<file path="src/rtl/rcs_pkg.sv">
// shared types, codes and keyword tables for the recursion call spotter
package rcs_pkg;

  localparam int NAME_CHARS = 8;
  localparam int NAME_BITS  = 8 * NAME_CHARS;
  localparam int NIDX_BITS  = (NAME_CHARS > 1) ? $clog2(NAME_CHARS) : 1;
  localparam int DEPTH_BITS = 8;
  localparam int WLEN_BITS  = 4;
  localparam int LEN_BITS   = 4;
  localparam int NUM_KW     = 4;

  localparam logic [WLEN_BITS-1:0] WLEN_MAX       = {WLEN_BITS{1'b1}};
  localparam logic [WLEN_BITS-1:0] NAME_CHARS_LEN = WLEN_BITS'(NAME_CHARS);
  localparam logic [DEPTH_BITS-1:0] DEPTH_MAX     = {DEPTH_BITS{1'b1}};

  localparam logic [7:0] CH_LBRACE = 8'h7B;
  localparam logic [7:0] CH_RBRACE = 8'h7D;

  // register indexes
  localparam logic REG_TARGET_NAME   = 1'b0;
  localparam logic REG_TARGET_LENGTH = 1'b1;

  typedef enum logic [1:0] {
    VERDICT_NOT_RECURSIVE = 2'd0,
    VERDICT_RECURSIVE     = 2'd1,
    VERDICT_NOT_FOUND     = 2'd2
  } verdict_e;

  typedef enum logic [4:0] {
    PH_KEYWORD = 5'b00001,
    PH_NAME    = 5'b00010,
    PH_BRACE   = 5'b00100,
    PH_BODY    = 5'b01000,
    PH_DONE    = 5'b10000
  } phase_e;

  // one classified character
  typedef struct packed {
    logic [7:0] ch;
    logic       letter;
    logic       lbrace;
    logic       rbrace;
    logic       eot;
  } char_beat_t;

  localparam logic [WLEN_BITS-1:0] KW_LEN [NUM_KW] = '{4'd3, 4'd5, 4'd4, 4'd4};

  // letter p of keyword k: int, float, void, bool
  function automatic logic [7:0] kw_char(input logic [1:0] k, input logic [WLEN_BITS-1:0] p);
    logic [7:0] r;
    r = 8'h00;
    unique case (k)
      2'd0: begin
        case (p)
          4'd0: r = "i";
          4'd1: r = "n";
          4'd2: r = "t";
          default: r = 8'h00;
        endcase
      end
      2'd1: begin
        case (p)
          4'd0: r = "f";
          4'd1: r = "l";
          4'd2: r = "o";
          4'd3: r = "a";
          4'd4: r = "t";
          default: r = 8'h00;
        endcase
      end
      2'd2: begin
        case (p)
          4'd0: r = "v";
          4'd1: r = "o";
          4'd2: r = "i";
          4'd3: r = "d";
          default: r = 8'h00;
        endcase
      end
      default: begin
        case (p)
          4'd0: r = "b";
          4'd1: r = "o";
          4'd2: r = "o";
          4'd3: r = "l";
          default: r = 8'h00;
        endcase
      end
    endcase
    return r;
  endfunction

endpackage

</file>
<file path="src/rtl/rcs_front.sv">
// input side: accepts character beats and classifies them
module rcs_front (
  input  logic                s_axis_tvalid,
  output logic                s_axis_tready,
  input  logic [7:0]          s_axis_tdata,   // text_char
  input  logic                s_axis_tlast,   // end_of_text
  input  logic                q_ready_i,
  output logic                q_push_o,
  output rcs_pkg::char_beat_t q_beat_o
);
  import rcs_pkg::*;

  logic upper, lower;

  assign upper = (s_axis_tdata >= 8'h41) && (s_axis_tdata <= 8'h5A);
  assign lower = (s_axis_tdata >= 8'h61) && (s_axis_tdata <= 8'h7A);

  assign s_axis_tready   = q_ready_i;
  assign q_push_o        = s_axis_tvalid && q_ready_i;
  assign q_beat_o.ch     = s_axis_tdata;
  assign q_beat_o.letter = upper || lower;
  assign q_beat_o.lbrace = (s_axis_tdata == CH_LBRACE);
  assign q_beat_o.rbrace = (s_axis_tdata == CH_RBRACE);
  assign q_beat_o.eot    = s_axis_tlast;

endmodule

</file>
<file path="src/rtl/rcs_fifo.sv">
// two-entry queue of classified beats between front and back
module rcs_fifo (
  input  logic                clk_i,
  input  logic                rst_ni,
  input  logic                push_i,
  input  rcs_pkg::char_beat_t push_beat_i,
  output logic                ready_o,
  input  logic                pop_i,
  output logic                valid_o,
  output rcs_pkg::char_beat_t pop_beat_o
);
  import rcs_pkg::*;

  char_beat_t mem_q [2];
  logic       wr_ptr_q, wr_ptr_d, rd_ptr_q, rd_ptr_d;
  logic [1:0] count_q, count_d;
  logic       do_pop;

  assign ready_o    = (count_q != 2'd2);
  assign valid_o    = (count_q != 2'd0);
  assign pop_beat_o = mem_q[rd_ptr_q];
  assign do_pop     = pop_i && valid_o;

  always_comb begin
    wr_ptr_d = push_i ? ~wr_ptr_q : wr_ptr_q;
    rd_ptr_d = do_pop ? ~rd_ptr_q : rd_ptr_q;
    count_d  = count_q + {1'b0, push_i} - {1'b0, do_pop};
  end

  always_ff @(posedge clk_i or negedge rst_ni) begin
    if (!rst_ni) begin
      wr_ptr_q <= 1'b0;
      rd_ptr_q <= 1'b0;
      count_q  <= 2'd0;
    end else begin
      wr_ptr_q <= wr_ptr_d;
      rd_ptr_q <= rd_ptr_d;
      count_q  <= count_d;
    end
  end

  always_ff @(posedge clk_i) begin
    if (push_i) begin
      mem_q[wr_ptr_q] <= push_beat_i;
    end
  end

  a_no_overflow: assert property (@(posedge clk_i) disable iff (!rst_ni)
    push_i |-> count_q != 2'd2) else $error("push into full queue");
  a_count_range: assert property (@(posedge clk_i) disable iff (!rst_ni)
    count_q != 2'd3) else $error("queue count out of range");
  a_ptr_track: assert property (@(posedge clk_i) disable iff (!rst_ni)
    (count_q == 2'd0 || count_q == 2'd2) |-> wr_ptr_q == rd_ptr_q)
    else $error("queue pointers disagree with count");

endmodule

</file>
<file path="src/rtl/rcs_back.sv">
// scanner: word matching, phase tracking, brace depth and verdict register
module rcs_back (
  input  logic                           clk_i,
  input  logic                           rst_ni,
  input  logic                           cfg_we_i,
  input  logic                           cfg_index_i,
  input  logic [rcs_pkg::NAME_BITS-1:0]  cfg_data_i,
  input  logic                           q_valid_i,
  input  rcs_pkg::char_beat_t            q_beat_i,
  output logic                           q_pop_o,
  output logic                           m_axis_tvalid,
  input  logic                           m_axis_tready,
  output logic [7:0]                     m_axis_tdata   // verdict, zero padded
);
  import rcs_pkg::*;

  logic [NAME_BITS-1:0]  target_name_q;
  logic [LEN_BITS-1:0]   target_length_q;

  phase_e                phase_q, phase_d;
  logic [WLEN_BITS-1:0]  wl_q, wl_d;
  logic [NUM_KW-1:0]     kc_q, kc_d;
  logic                  nc_q, nc_d;
  logic [DEPTH_BITS-1:0] depth_q, depth_d;
  logic                  out_valid_q, out_valid_d;
  verdict_e              out_verdict_q, out_verdict_d;

  logic                  fire;
  logic [WLEN_BITS-1:0]  wl_ext;
  logic [NUM_KW-1:0]     kc_ext, kw_len_hit;
  logic                  nc_ext, kw_hit, name_hit, word_end, produce;
  logic [7:0]            name_char;
  phase_e                phase_w;
  verdict_e              verdict;

  assign q_pop_o       = !out_valid_q || m_axis_tready;
  assign fire          = q_valid_i && q_pop_o;
  assign m_axis_tvalid = out_valid_q;
  assign m_axis_tdata  = {6'd0, out_verdict_q};

  // config registers
  always_ff @(posedge clk_i or negedge rst_ni) begin
    if (!rst_ni) begin
      target_name_q   <= '0;
      target_length_q <= LEN_BITS'(1);
    end else if (cfg_we_i) begin
      unique case (cfg_index_i)
        REG_TARGET_NAME:   target_name_q   <= cfg_data_i;
        REG_TARGET_LENGTH: target_length_q <= cfg_data_i[LEN_BITS-1:0];
        default: ;
      endcase
    end
  end

  assign name_char = target_name_q[8 * wl_q[NIDX_BITS-1:0] +: 8];

  // extend the open word by this letter
  always_comb begin
    kc_ext = kc_q;
    nc_ext = nc_q;
    wl_ext = wl_q;
    if (q_beat_i.letter) begin
      if (wl_q == '0) begin
        kc_ext = '1;
        nc_ext = 1'b1;
      end
      for (int k = 0; k < NUM_KW; k++) begin
        if (!(wl_q < KW_LEN[k] && kw_char(2'(k), wl_q) == q_beat_i.ch)) begin
          kc_ext[k] = 1'b0;
        end
      end
      if (!(wl_q < NAME_CHARS_LEN && name_char == q_beat_i.ch)) begin
        nc_ext = 1'b0;
      end
      if (wl_q != WLEN_MAX) begin
        wl_ext = wl_q + 1'b1;
      end
    end
    for (int k = 0; k < NUM_KW; k++) begin
      kw_len_hit[k] = (wl_ext == KW_LEN[k]);
    end
  end

  assign kw_hit   = |(kc_ext & kw_len_hit);
  assign name_hit = nc_ext && (wl_ext == target_length_q);
  assign word_end = (wl_ext != '0) && (!q_beat_i.letter || q_beat_i.eot);

  always_comb begin
    phase_d       = phase_q;
    wl_d          = wl_q;
    kc_d          = kc_q;
    nc_d          = nc_q;
    depth_d       = depth_q;
    produce       = 1'b0;
    verdict       = VERDICT_NOT_FOUND;
    phase_w       = phase_q;
    out_valid_d   = out_valid_q && !m_axis_tready;
    out_verdict_d = out_verdict_q;

    if (fire) begin
      if (phase_q != PH_DONE) begin
        wl_d = wl_ext;
        kc_d = kc_ext;
        nc_d = nc_ext;
        if (word_end) begin
          wl_d = '0;
          kc_d = '0;
          nc_d = 1'b0;
          unique case (phase_q)
            PH_KEYWORD: if (kw_hit) phase_w = PH_NAME;
            PH_NAME:    phase_w = name_hit ? PH_BRACE : PH_KEYWORD;
            PH_BODY: begin
              if (name_hit) begin
                produce = 1'b1;
                verdict = VERDICT_RECURSIVE;
                phase_w = PH_DONE;
              end
            end
            default: ;
          endcase
        end
        phase_d = phase_w;
        // the character that ended a word is still looked at as a brace
        if (!q_beat_i.letter) begin
          if (phase_w == PH_BRACE && q_beat_i.lbrace) begin
            depth_d = DEPTH_BITS'(1);
            phase_d = PH_BODY;
          end else if (phase_w == PH_BODY) begin
            if (q_beat_i.lbrace) begin
              if (depth_q != DEPTH_MAX) depth_d = depth_q + 1'b1;
            end else if (q_beat_i.rbrace) begin
              if (depth_q <= DEPTH_BITS'(1)) begin
                depth_d = '0;
                produce = 1'b1;
                verdict = VERDICT_NOT_RECURSIVE;
                phase_d = PH_DONE;
              end else begin
                depth_d = depth_q - 1'b1;
              end
            end
          end
        end
        if (q_beat_i.eot && !produce) begin
          produce = 1'b1;
          verdict = VERDICT_NOT_FOUND;
        end
      end
      if (q_beat_i.eot) begin
        phase_d = PH_KEYWORD;
        wl_d    = '0;
        kc_d    = '0;
        nc_d    = 1'b0;
        depth_d = '0;
      end
      if (produce) begin
        out_valid_d   = 1'b1;
        out_verdict_d = verdict;
      end
    end
  end

  always_ff @(posedge clk_i or negedge rst_ni) begin
    if (!rst_ni) begin
      phase_q       <= PH_KEYWORD;
      wl_q          <= '0;
      kc_q          <= '0;
      nc_q          <= 1'b0;
      depth_q       <= '0;
      out_valid_q   <= 1'b0;
      out_verdict_q <= VERDICT_NOT_FOUND;
    end else begin
      phase_q       <= phase_d;
      wl_q          <= wl_d;
      kc_q          <= kc_d;
      nc_q          <= nc_d;
      depth_q       <= depth_d;
      out_valid_q   <= out_valid_d;
      out_verdict_q <= out_verdict_d;
    end
  end

  a_body_depth: assert property (@(posedge clk_i) disable iff (!rst_ni)
    phase_q == PH_BODY |-> depth_q != '0) else $error("empty depth inside body");
  a_idle_word: assert property (@(posedge clk_i) disable iff (!rst_ni)
    wl_q == '0 |-> (kc_q == '0 && !nc_q)) else $error("match flags without word");
  a_outside_depth: assert property (@(posedge clk_i) disable iff (!rst_ni)
    (phase_q == PH_KEYWORD || phase_q == PH_NAME || phase_q == PH_BRACE)
    |-> depth_q == '0) else $error("depth held outside body");
  a_no_drop: assert property (@(posedge clk_i) disable iff (!rst_ni)
    (out_valid_q && !m_axis_tready) |-> !fire) else $error("result overwritten");

endmodule

</file>
<file path="src/rtl/recursion_call_spotter_top.sv">
// top level of the recursion call spotter: front, queue and scanner
//
//  channel   dir  data                              control
//  s_axis    in   tdata[7:0] text_char              tvalid/tready, tlast end_of_text
//  m_axis    out  tdata[1:0] verdict                tvalid/tready
//  cfg       in   cfg_data_i (64b), cfg_index_i     cfg_we_i, no handshake
//
// one character per cycle sustained while the verdict output is not stalled; a
// taken character is registered in a two-entry queue before it reaches the scanner.
// the verdict register holds at most one result; while it is stalled the
// scanner stops and the queue absorbs up to two further characters.
// reset clears all scan state; target_length resets to 1, target_name to 0.
module recursion_call_spotter_top (
  input  logic        clk_i,
  input  logic        rst_ni,
  input  logic        s_axis_tvalid,
  output logic        s_axis_tready,
  input  logic [7:0]  s_axis_tdata,   // text_char
  input  logic        s_axis_tlast,   // end_of_text
  output logic        m_axis_tvalid,
  input  logic        m_axis_tready,
  output logic [7:0]  m_axis_tdata,   // verdict [1:0], zeros above
  input  logic        cfg_we_i,
  input  logic        cfg_index_i,
  input  logic [63:0] cfg_data_i
);
  import rcs_pkg::*;

  logic       q_ready, q_push, q_valid, q_pop;
  char_beat_t push_beat, pop_beat;

  rcs_front u_front (
    .s_axis_tvalid (s_axis_tvalid),
    .s_axis_tready (s_axis_tready),
    .s_axis_tdata  (s_axis_tdata),
    .s_axis_tlast  (s_axis_tlast),
    .q_ready_i     (q_ready),
    .q_push_o      (q_push),
    .q_beat_o      (push_beat)
  );

  rcs_fifo u_fifo (
    .clk_i       (clk_i),
    .rst_ni      (rst_ni),
    .push_i      (q_push),
    .push_beat_i (push_beat),
    .ready_o     (q_ready),
    .pop_i       (q_pop),
    .valid_o     (q_valid),
    .pop_beat_o  (pop_beat)
  );

  rcs_back u_back (
    .clk_i         (clk_i),
    .rst_ni        (rst_ni),
    .cfg_we_i      (cfg_we_i),
    .cfg_index_i   (cfg_index_i),
    .cfg_data_i    (cfg_data_i),
    .q_valid_i     (q_valid),
    .q_beat_i      (pop_beat),
    .q_pop_o       (q_pop),
    .m_axis_tvalid (m_axis_tvalid),
    .m_axis_tready (m_axis_tready),
    .m_axis_tdata  (m_axis_tdata)
  );

endmodule
</file>
<file path="config.mk">
export PLATFORM = sky130hd
export DESIGN_NAME = recursion_call_spotter_top
export DESIGN_NICKNAME = d
export VERILOG_FILES = /design/src/rtl/rcs_pkg.sv /design/src/rtl/rcs_front.sv /design/src/rtl/rcs_fifo.sv /design/src/rtl/rcs_back.sv /design/src/rtl/recursion_call_spotter_top.sv
export SDC_FILE = /design/constraint.sdc
export NUM_CORES = 1
export LEC_CHECK = 0
export ABC_AREA = 0
export BUFFER_PORTS_ARGS = -buffer_cell sky130_fd_sc_hd__buf_2
export CAP_MARGIN = 20
export CORE_UTILIZATION = 50
export DETAILED_ROUTE_END_ITERATION = 6
export GPL_ROUTABILITY_DRIVEN = 0
export HOLD_SLACK_MARGIN = 0.05
export PLACE_DENSITY = 0.74
export SLEW_MARGIN = 30
export SYNTH_ARGS = -nofsm -noshare
export SYNTH_HDL_FRONTEND = slang
export SYNTH_SLANG_ARGS = --single-unit
</file>
<file path="constraint.sdc">
create_clock -name clk_i -period 8.7 [get_ports clk_i]
set_clock_uncertainty 0.15 [all_clocks]
set_input_delay 1.305 -clock clk_i [delete_from_list [all_inputs] [get_ports clk_i]]
set_output_delay 1.305 -clock clk_i [all_outputs]
set_load 0.1 [all_outputs]
</file>
==> impl_metrics.toml, run 1 <==
[run_status]
status = "completed"

[floorplan]
design.die.area_um2 = 14600
die_h_um = 121
fp.dieW_um = 121
ios = 89
floorplan.initialDensity = 0.510
rows = 43
design.core.area_um2 = 13800

[route]
route.detailed.drc = 0
wirelength_mm = 16.1
drtPass1Iterations = 5
wl_per_cell_um = 18.1
vias = 5348
routed_via_density = 6.01
drt_iter0_markers = 451
ant_nets = 0

[placement]
hpwl_mm = 11.3
dpl.cell_count = 858
pre_cts_ws_ps = 4350
io_buffers = 82

[critical_path]
crit_family = "compound AO/OA/AOI/OAI gates"
crit_type = "reg2reg"
cp.arrival_ps = 4330
cpPeakStageDelay_ps = 810
critPathRequiredTime_ps = 8880
crit_slowest_cell = "dfrtp_1"
path_max_fanout = 17
cp-start-kind = "flop"
cp-end-kind = "flop"
crit_path_cell_trace = "inv_1, ha_1, xor2_1, nor4_1, o221ai_1, o21bai_1, or4_4, o2111ai_2, nor2_2, o221ai_2, nand2_1, o211ai_2"
crit_buf_inv = 1

[timing]
fin_ws_ps = 4550
grt_setup_unrepaired = "false"
slew_viol_final = 0
setup_viol_count_final = 0
worst_pin_slew_ps = 921
hold_violations = 0
post-route-period-util = 0.477
finalSetupTns_ps = 0
clock.fmax_ghz = 0.241
period_minus_slack_ps = 4150
slew_headroom = 0.368

[logic_synthesis]
synth.distinct_cells = 81
post-synth-top-area-cell = "dfrtp_1"
syn_area_um2 = 7050
yosysTopAreaCellShare = 0.334
synth.yosys.warnings = 0
synth_edf_count = 24
synth_area_leaders = "dfrtp_1 33%, mux2_2 12%, edfxtp_1 10%"
yosys_register_bits = 121
synth_ff_type = "dfrtp_1"
syn-instance-count = 627
avgSynthCellArea_um2 = 11.2
seq_area_frac_synth = 0.447
async_reset_ff_frac = 0.802

[cells_and_area]
most-common-layout-cells = "93 x dfrtp_1, 81 x buf_2, 77 x mux2_2"
layout-area-overhead-vs-synth_pct = 14.2
drive_gt1_frac = 0.331
final_cells = 890
antenna_cells = 0
layout.nets = 786
layout_commonest_cell = "dfrtp_1"

[grt]
antenna_found_initial = 0
grt_max_degree = 65
grt_pass1_wl_mm = 26.9
grt_use_total = 0.237
first_global_vias = 5479
overflow = 0

[clocking]
cts_setup_buffers = 0
clk_pin_slew_worst_paths_ps = 60
cts_tree = "built"
cts_resized = 0
cts-buffers-inserted = 17
clock_latency_ps = 420
cts-hold-fix-buffers = 0
ctsHtreeMaxLevel = 4
cts_root_buffer = "clkbuf_16"
cts_buffer_depth = 2
cts.sinks = 121

[power_and_ir_drop]
peakVddDrop_uv = 169
p_leak_uw = 0.00328
power.density_nw_per_um2 = 302

[worst_hold_path]
hold_class = "reg2reg"

[flow_run]
cap_violations = 0
-- cells in the mapped netlist, types with 3 or more instances --
cell	instances
dfrtp_1	94
nand3_1	12
nor4_1	6
a31oi_1	10
o21a_1	4
buf_4	7
mux2_2	77
a21oi_1	20
nand2b_1	4
or2_2	5
o211ai_2	4
nor3b_1	3
xor2_1	7
a32oi_1	3
nor2_1	37
edfxtp_1	24
a22o_1	8
and2_1	3
a22oi_1	9
dfstp_2	3
nor2b_1	6
inv_1	8
o21ai_0	24
o31ai_1	5
clkbuf_1	22
ha_1	10
or3_1	6
o211ai_1	3
buf_6	6
and3_1	9
o22a_1	3
nor3_1	15
mux2i_1	36
mux4_2	6
nand2_1	46
o21ai_1	7
or4_1	5
xnor2_1	16
a211oi_1	3
-- path summary, 6_finish.rpt --
| check | start | end | slack, ps | cells after the start |
|---|---|---|---|---|
| min in group asynchronous | rst_ni | u_back.phase_q[3] | 720 | 1 |
| worst min-delay path | u_fifo.count_q[1] | u_fifo.count_q[1] | 340 | 1 |
| worst min register to register | u_fifo.count_q[1] | u_fifo.count_q[1] | 340 | 1 |
| worst max-delay path | u_back.wl_q[1] | u_back.depth_q[4] | 4550 | 12 |
| worst max register to register | u_back.wl_q[1] | u_back.depth_q[4] | 4550 | 12 |
| max in group asynchronous | rst_ni | u_back.wl_q[0] | 6490 | 2 |
-- cells by family after synthesis --
| group | Yosys count | synth area share |
|---|---|---|
| AOI/OAI and AO/OA | 134 | 0.145 |
| xor gates and xnor gates | 23 | 0.0286 |
| adders and majority gates | 10 | 0.0177 |
| buffers and inverters | 47 | 0.0374 |
| DFF | 121 | 0.447 |
| muxes | 120 | 0.196 |
| other | 1 | 0.000532 |
| and+or+nand+nor | 171 | 0.128 |
-- where the power goes --
group | total (uW) | internal, uW | switching [uW]
clock | 641 | 381 | 259
sequential | 831 | 693 | 138
combinational | 958 | 395 | 563
-- flip-flops by register name (all words and copies together) (netlist names), 2 cells and up --
register	flops
u_back.depth_q	8
u_back.kc_q	4
u_back.out_verdict_q	2
u_back.phase_q	5
u_back.target_length_q	4
u_back.target_name_q	64
u_back.wl_q	4
u_fifo.count_q	2
u_fifo.mem_q	24
-- per-stage QoR --
step / area, um2 / power [uW] / utilization / hold slack (ps)
floorplan: 7070 / 1580 / - / 311
global placement: 7500 / 1740 / 0.543 / 327
detailed placement: 7500 / 1780 / 0.543 / 335
CTS: 8050 / 2430 / 0.582 / 347
global route: 8060 / 2570 / 0.583 / 367
finish: 8060 / 2430 / 0.583 / 344
-- routing by layer --
metal | GRT usage | wire length [um] | share of wire
met1 | 0.294 | 6870 | 0.43
met2 | 0.393 | 7980 | 0.50
met4 | 0.113 | 411 | 0.026
met3 | 0.0524 | 813 | 0.051
met5 | 0 | 0 | 0
-- layout make-up --
class                           count  area [um2]
Fill cell                        1093        5770
Tap cell                          180         225
Multi-Input combinational cell    464        3670
Inverter                            9        33.8
Clock buffer                       20         457
Timing Repair Buffer               84         428
Clock inverter                     12        90.1
Sequential cell                   121        3160
-- worst register-to-register path, delay by kind of cell, from the launching register on --
kind / cells / cell delay, ps
AOI/OAI and AO/OA: 5 / 1170
and+or+nand+nor: 4 / 1050
DFF: 1 / 810
adders and majority gates: 1 / 420
buffers and inverters: 1 / 300
xor gates and xnor gates: 1 / 170
Power figures use the tool's default switching activity.
==> run 2, diff against run 1 <==
--- a/config.mk
+++ b/config.mk
@@ -12,7 +12,7 @@
 export DETAILED_ROUTE_END_ITERATION = 6
 export GPL_ROUTABILITY_DRIVEN = 0
 export HOLD_SLACK_MARGIN = 0.05
-export PLACE_DENSITY = 0.74
+export PLACE_DENSITY = 0.77
 export SLEW_MARGIN = 30
 export SYNTH_ARGS = -nofsm -noshare
 export SYNTH_HDL_FRONTEND = slang
==> constraint.sdc (replaced) <==
create_clock -name clk_i -period 3.55 [get_ports clk_i]
set_clock_uncertainty 0.15 [all_clocks]
set_input_delay 0.5325 -clock clk_i [delete_from_list [all_inputs] [get_ports clk_i]]
set_output_delay 0.5325 -clock clk_i [all_outputs]
set_load 0.1 [all_outputs]
==> run 2 against run 1 <==
Compared with the run above:
- final cell count increased by 3.8%
- clock-buffer cell count increased by 1
- worst hold slack got worse by 300 ps
- core utilization rose by 2.8 points
- via count grew 3.6%
- global-route usage increased by 0.40 points
- power increased to 2.6 times the previous value
- sequential share of layout area fell by 1.8 points
- combinational power rose to 2.9 times the previous value
- routed wire length is 4.9% higher
- worst setup slack got worse by 4400 ps
- maximum frequency is 21% higher
- critical path type unchanged
- largest power group unchanged
==> impl_metrics.toml, run 2 (synthesis results as in run 1) <==
[placement]
dpl.cell_count = 889
io_buffers = 82
hpwl_mm = 11.9

[clocking]
cts-hold-fix-buffers = 0
cts_tree = "built"
cts_root_buffer = "clkbuf_16"
ctsHtreeMaxLevel = 4
cts.sinks = 121
clock_latency_ps = 420
cts-buffers-inserted = 17
clk_pin_slew_worst_paths_ps = 60
cts_buffer_depth = 2

[cells_and_area]
nFillCells = 1037
largest_reg_flops = 64
drive_gt1_frac = 0.368
most-common-layout-cells = "92 x dfrtp_1, 81 x buf_2, 77 x mux2_2"
layout_commonest_cell = "dfrtp_1"
reg_top3 = "u_back.target_name_q: 64 flops, u_fifo.mem_q: 24 flops, u_back.depth_q: 8 flops"
layout-area-overhead-vs-synth_pct = 19.7
final_cells = 924
antenna_cells = 0
regMostFlops = "u_back.target_name_q"
layout.nets = 820

[floorplan]
fp.dieW_um = 121
rows = 43
design.core.area_um2 = 13800
ios = 89
floorplan.initialDensity = 0.510
die_h_um = 121
design.die.area_um2 = 14600

[route]
route.detailed.drc = 0
wl_per_cell_um = 18.2
drt_iter0_markers = 732
drtPass1Iterations = 5
ant_nets = 0
vias = 5541
routed_via_density = 6.00
wirelength_mm = 16.9

[timing]
clock.fmax_ghz = 0.292
post-route-period-util = 0.964
slew_viol_final = 0
period_minus_slack_ps = 3420
slew_headroom = 0.417
setup_viol_count_final = 0
grt_setup_unrepaired = "false"
worst_pin_slew_ps = 867
finalSetupTns_ps = 0
hold_violations = 0

[power_and_ir_drop]
seqPwrFrac = 0.302
switching_share = 0.384
clockPowerShare = 0.263
internal-power_uw = 3930
combPwrFrac = 0.434
power_switching_uw = 2450
power.density_nw_per_um2 = 756
p_leak_uw = 0.00349
peakVddDrop_uv = 570

[flow_run]
cap_violations = 0

[critical_path]
cp.arrival_ps = 3570
path_max_fanout = 7
critPathRequiredTime_ps = 3690
cp-start-kind = "flop"
r2r_setup_slack_ps = 130
cp-end-kind = "flop"
crit_type = "reg2reg"

[grt]
first_global_vias = 5457
grt_pass1_wl_mm = 27.1
antenna_found_initial = 0
grt_max_degree = 65
overflow = 0
grt_use_total = 0.241

[run_status]
status = "completed"

[worst_hold_path]
hold_class = "in2async"
## run 2: cell count changes in the layout (fill, tap and decap cells not counted), sizes merged
cell	change
bufinv	+1
clkinvlp	-1
clkbuf	+2
buf	+33
clkinv	+1
inv	-2
## run 2: worst paths after layout
| check | start | endpoint | depth (start not counted) |
|---|---|---|---|
| worst max-delay path | u_back.wl_q[1] | u_back.depth_q[4] | 11 |
| worst min-delay path | rst_ni | u_back.depth_q[3] | 1 |
| worst max register to register | u_back.wl_q[1] | u_back.depth_q[4] | 11 |
| worst min register to register | u_fifo.count_q[1] | u_fifo.count_q[1] | 1 |
| max in group asynchronous | rst_ni | u_back.target_length_q[0] | 2 |
| min in group clk_i | s_axis_tdata[7] | u_fifo.mem_q[1][11] | 1 |
## run 2: power groups by stage
stage	Combinational, uW	Clock [uW]	Sequential, uW
after floorplan	2000	0	1880
after global placement	2560	0	1920
after detailed placement	2640	0	1940
after CTS	2660	1700	1920
after global routing	2990	1770	1970
final	2770	1680	1930
## run 2: stage by stage
step	power, uW	hold WS (ps)	cell area [um2]	utilization	worst slack (ps)
6_report	6380	41.8	8440	0.610	127
4_1_cts	6270	59.1	8360	0.604	112
2_1_floorplan	3880	86.9	7070	-	1.18
3_5_place_dp	4580	336	7770	0.562	109
3_3_place_gp	4490	326	7770	0.562	211
5_1_grt	6730	94.0	8440	0.610	5.59
## run 2: critical path, cell delays in order (launching register included)
cell	delay [ps]
dfrtp_2	450
buf_4	190
and2_1	190
a22o_1	220
or3_4	350
a2111oi_4	370
and4bb_4	350
o211ai_2	130
a221o_1	380
nor3_4	190
nand2b_4	220
o211ai_2	100
## run 2: area by class of cell
| cell class | count | area [um2] | share of cell area |
|---|---|---|---|
| Multi-Input combinational cell | 464 | 3710 | 0.439 |
| Sequential cell | 121 | 3150 | 0.374 |
| Timing Repair Buffer | 118 | 738 | 0.0875 |
| Clock buffer | 21 | 472 | 0.0559 |
| Tap cell | 180 | 225 | 0.0267 |
| Clock inverter | 11 | 111 | 0.0132 |
| Inverter | 9 | 33.8 | 0.00400 |
## run 2: routing by layer
layer	part of all wire	global-route usage	vias to the layer above
li1	-	-	2548
met1	0.43	0.314	2714
met2	0.50	0.390	242
met3	0.055	0.0604	37
met4	0.022	0.0864	0
met5	0	0	-
## run 2: what timing repair did
item                       in CTS  in global routing
setup buffers                   0                  2
setup endpoints to repair       0                 14
gates resized for setup         0                  8
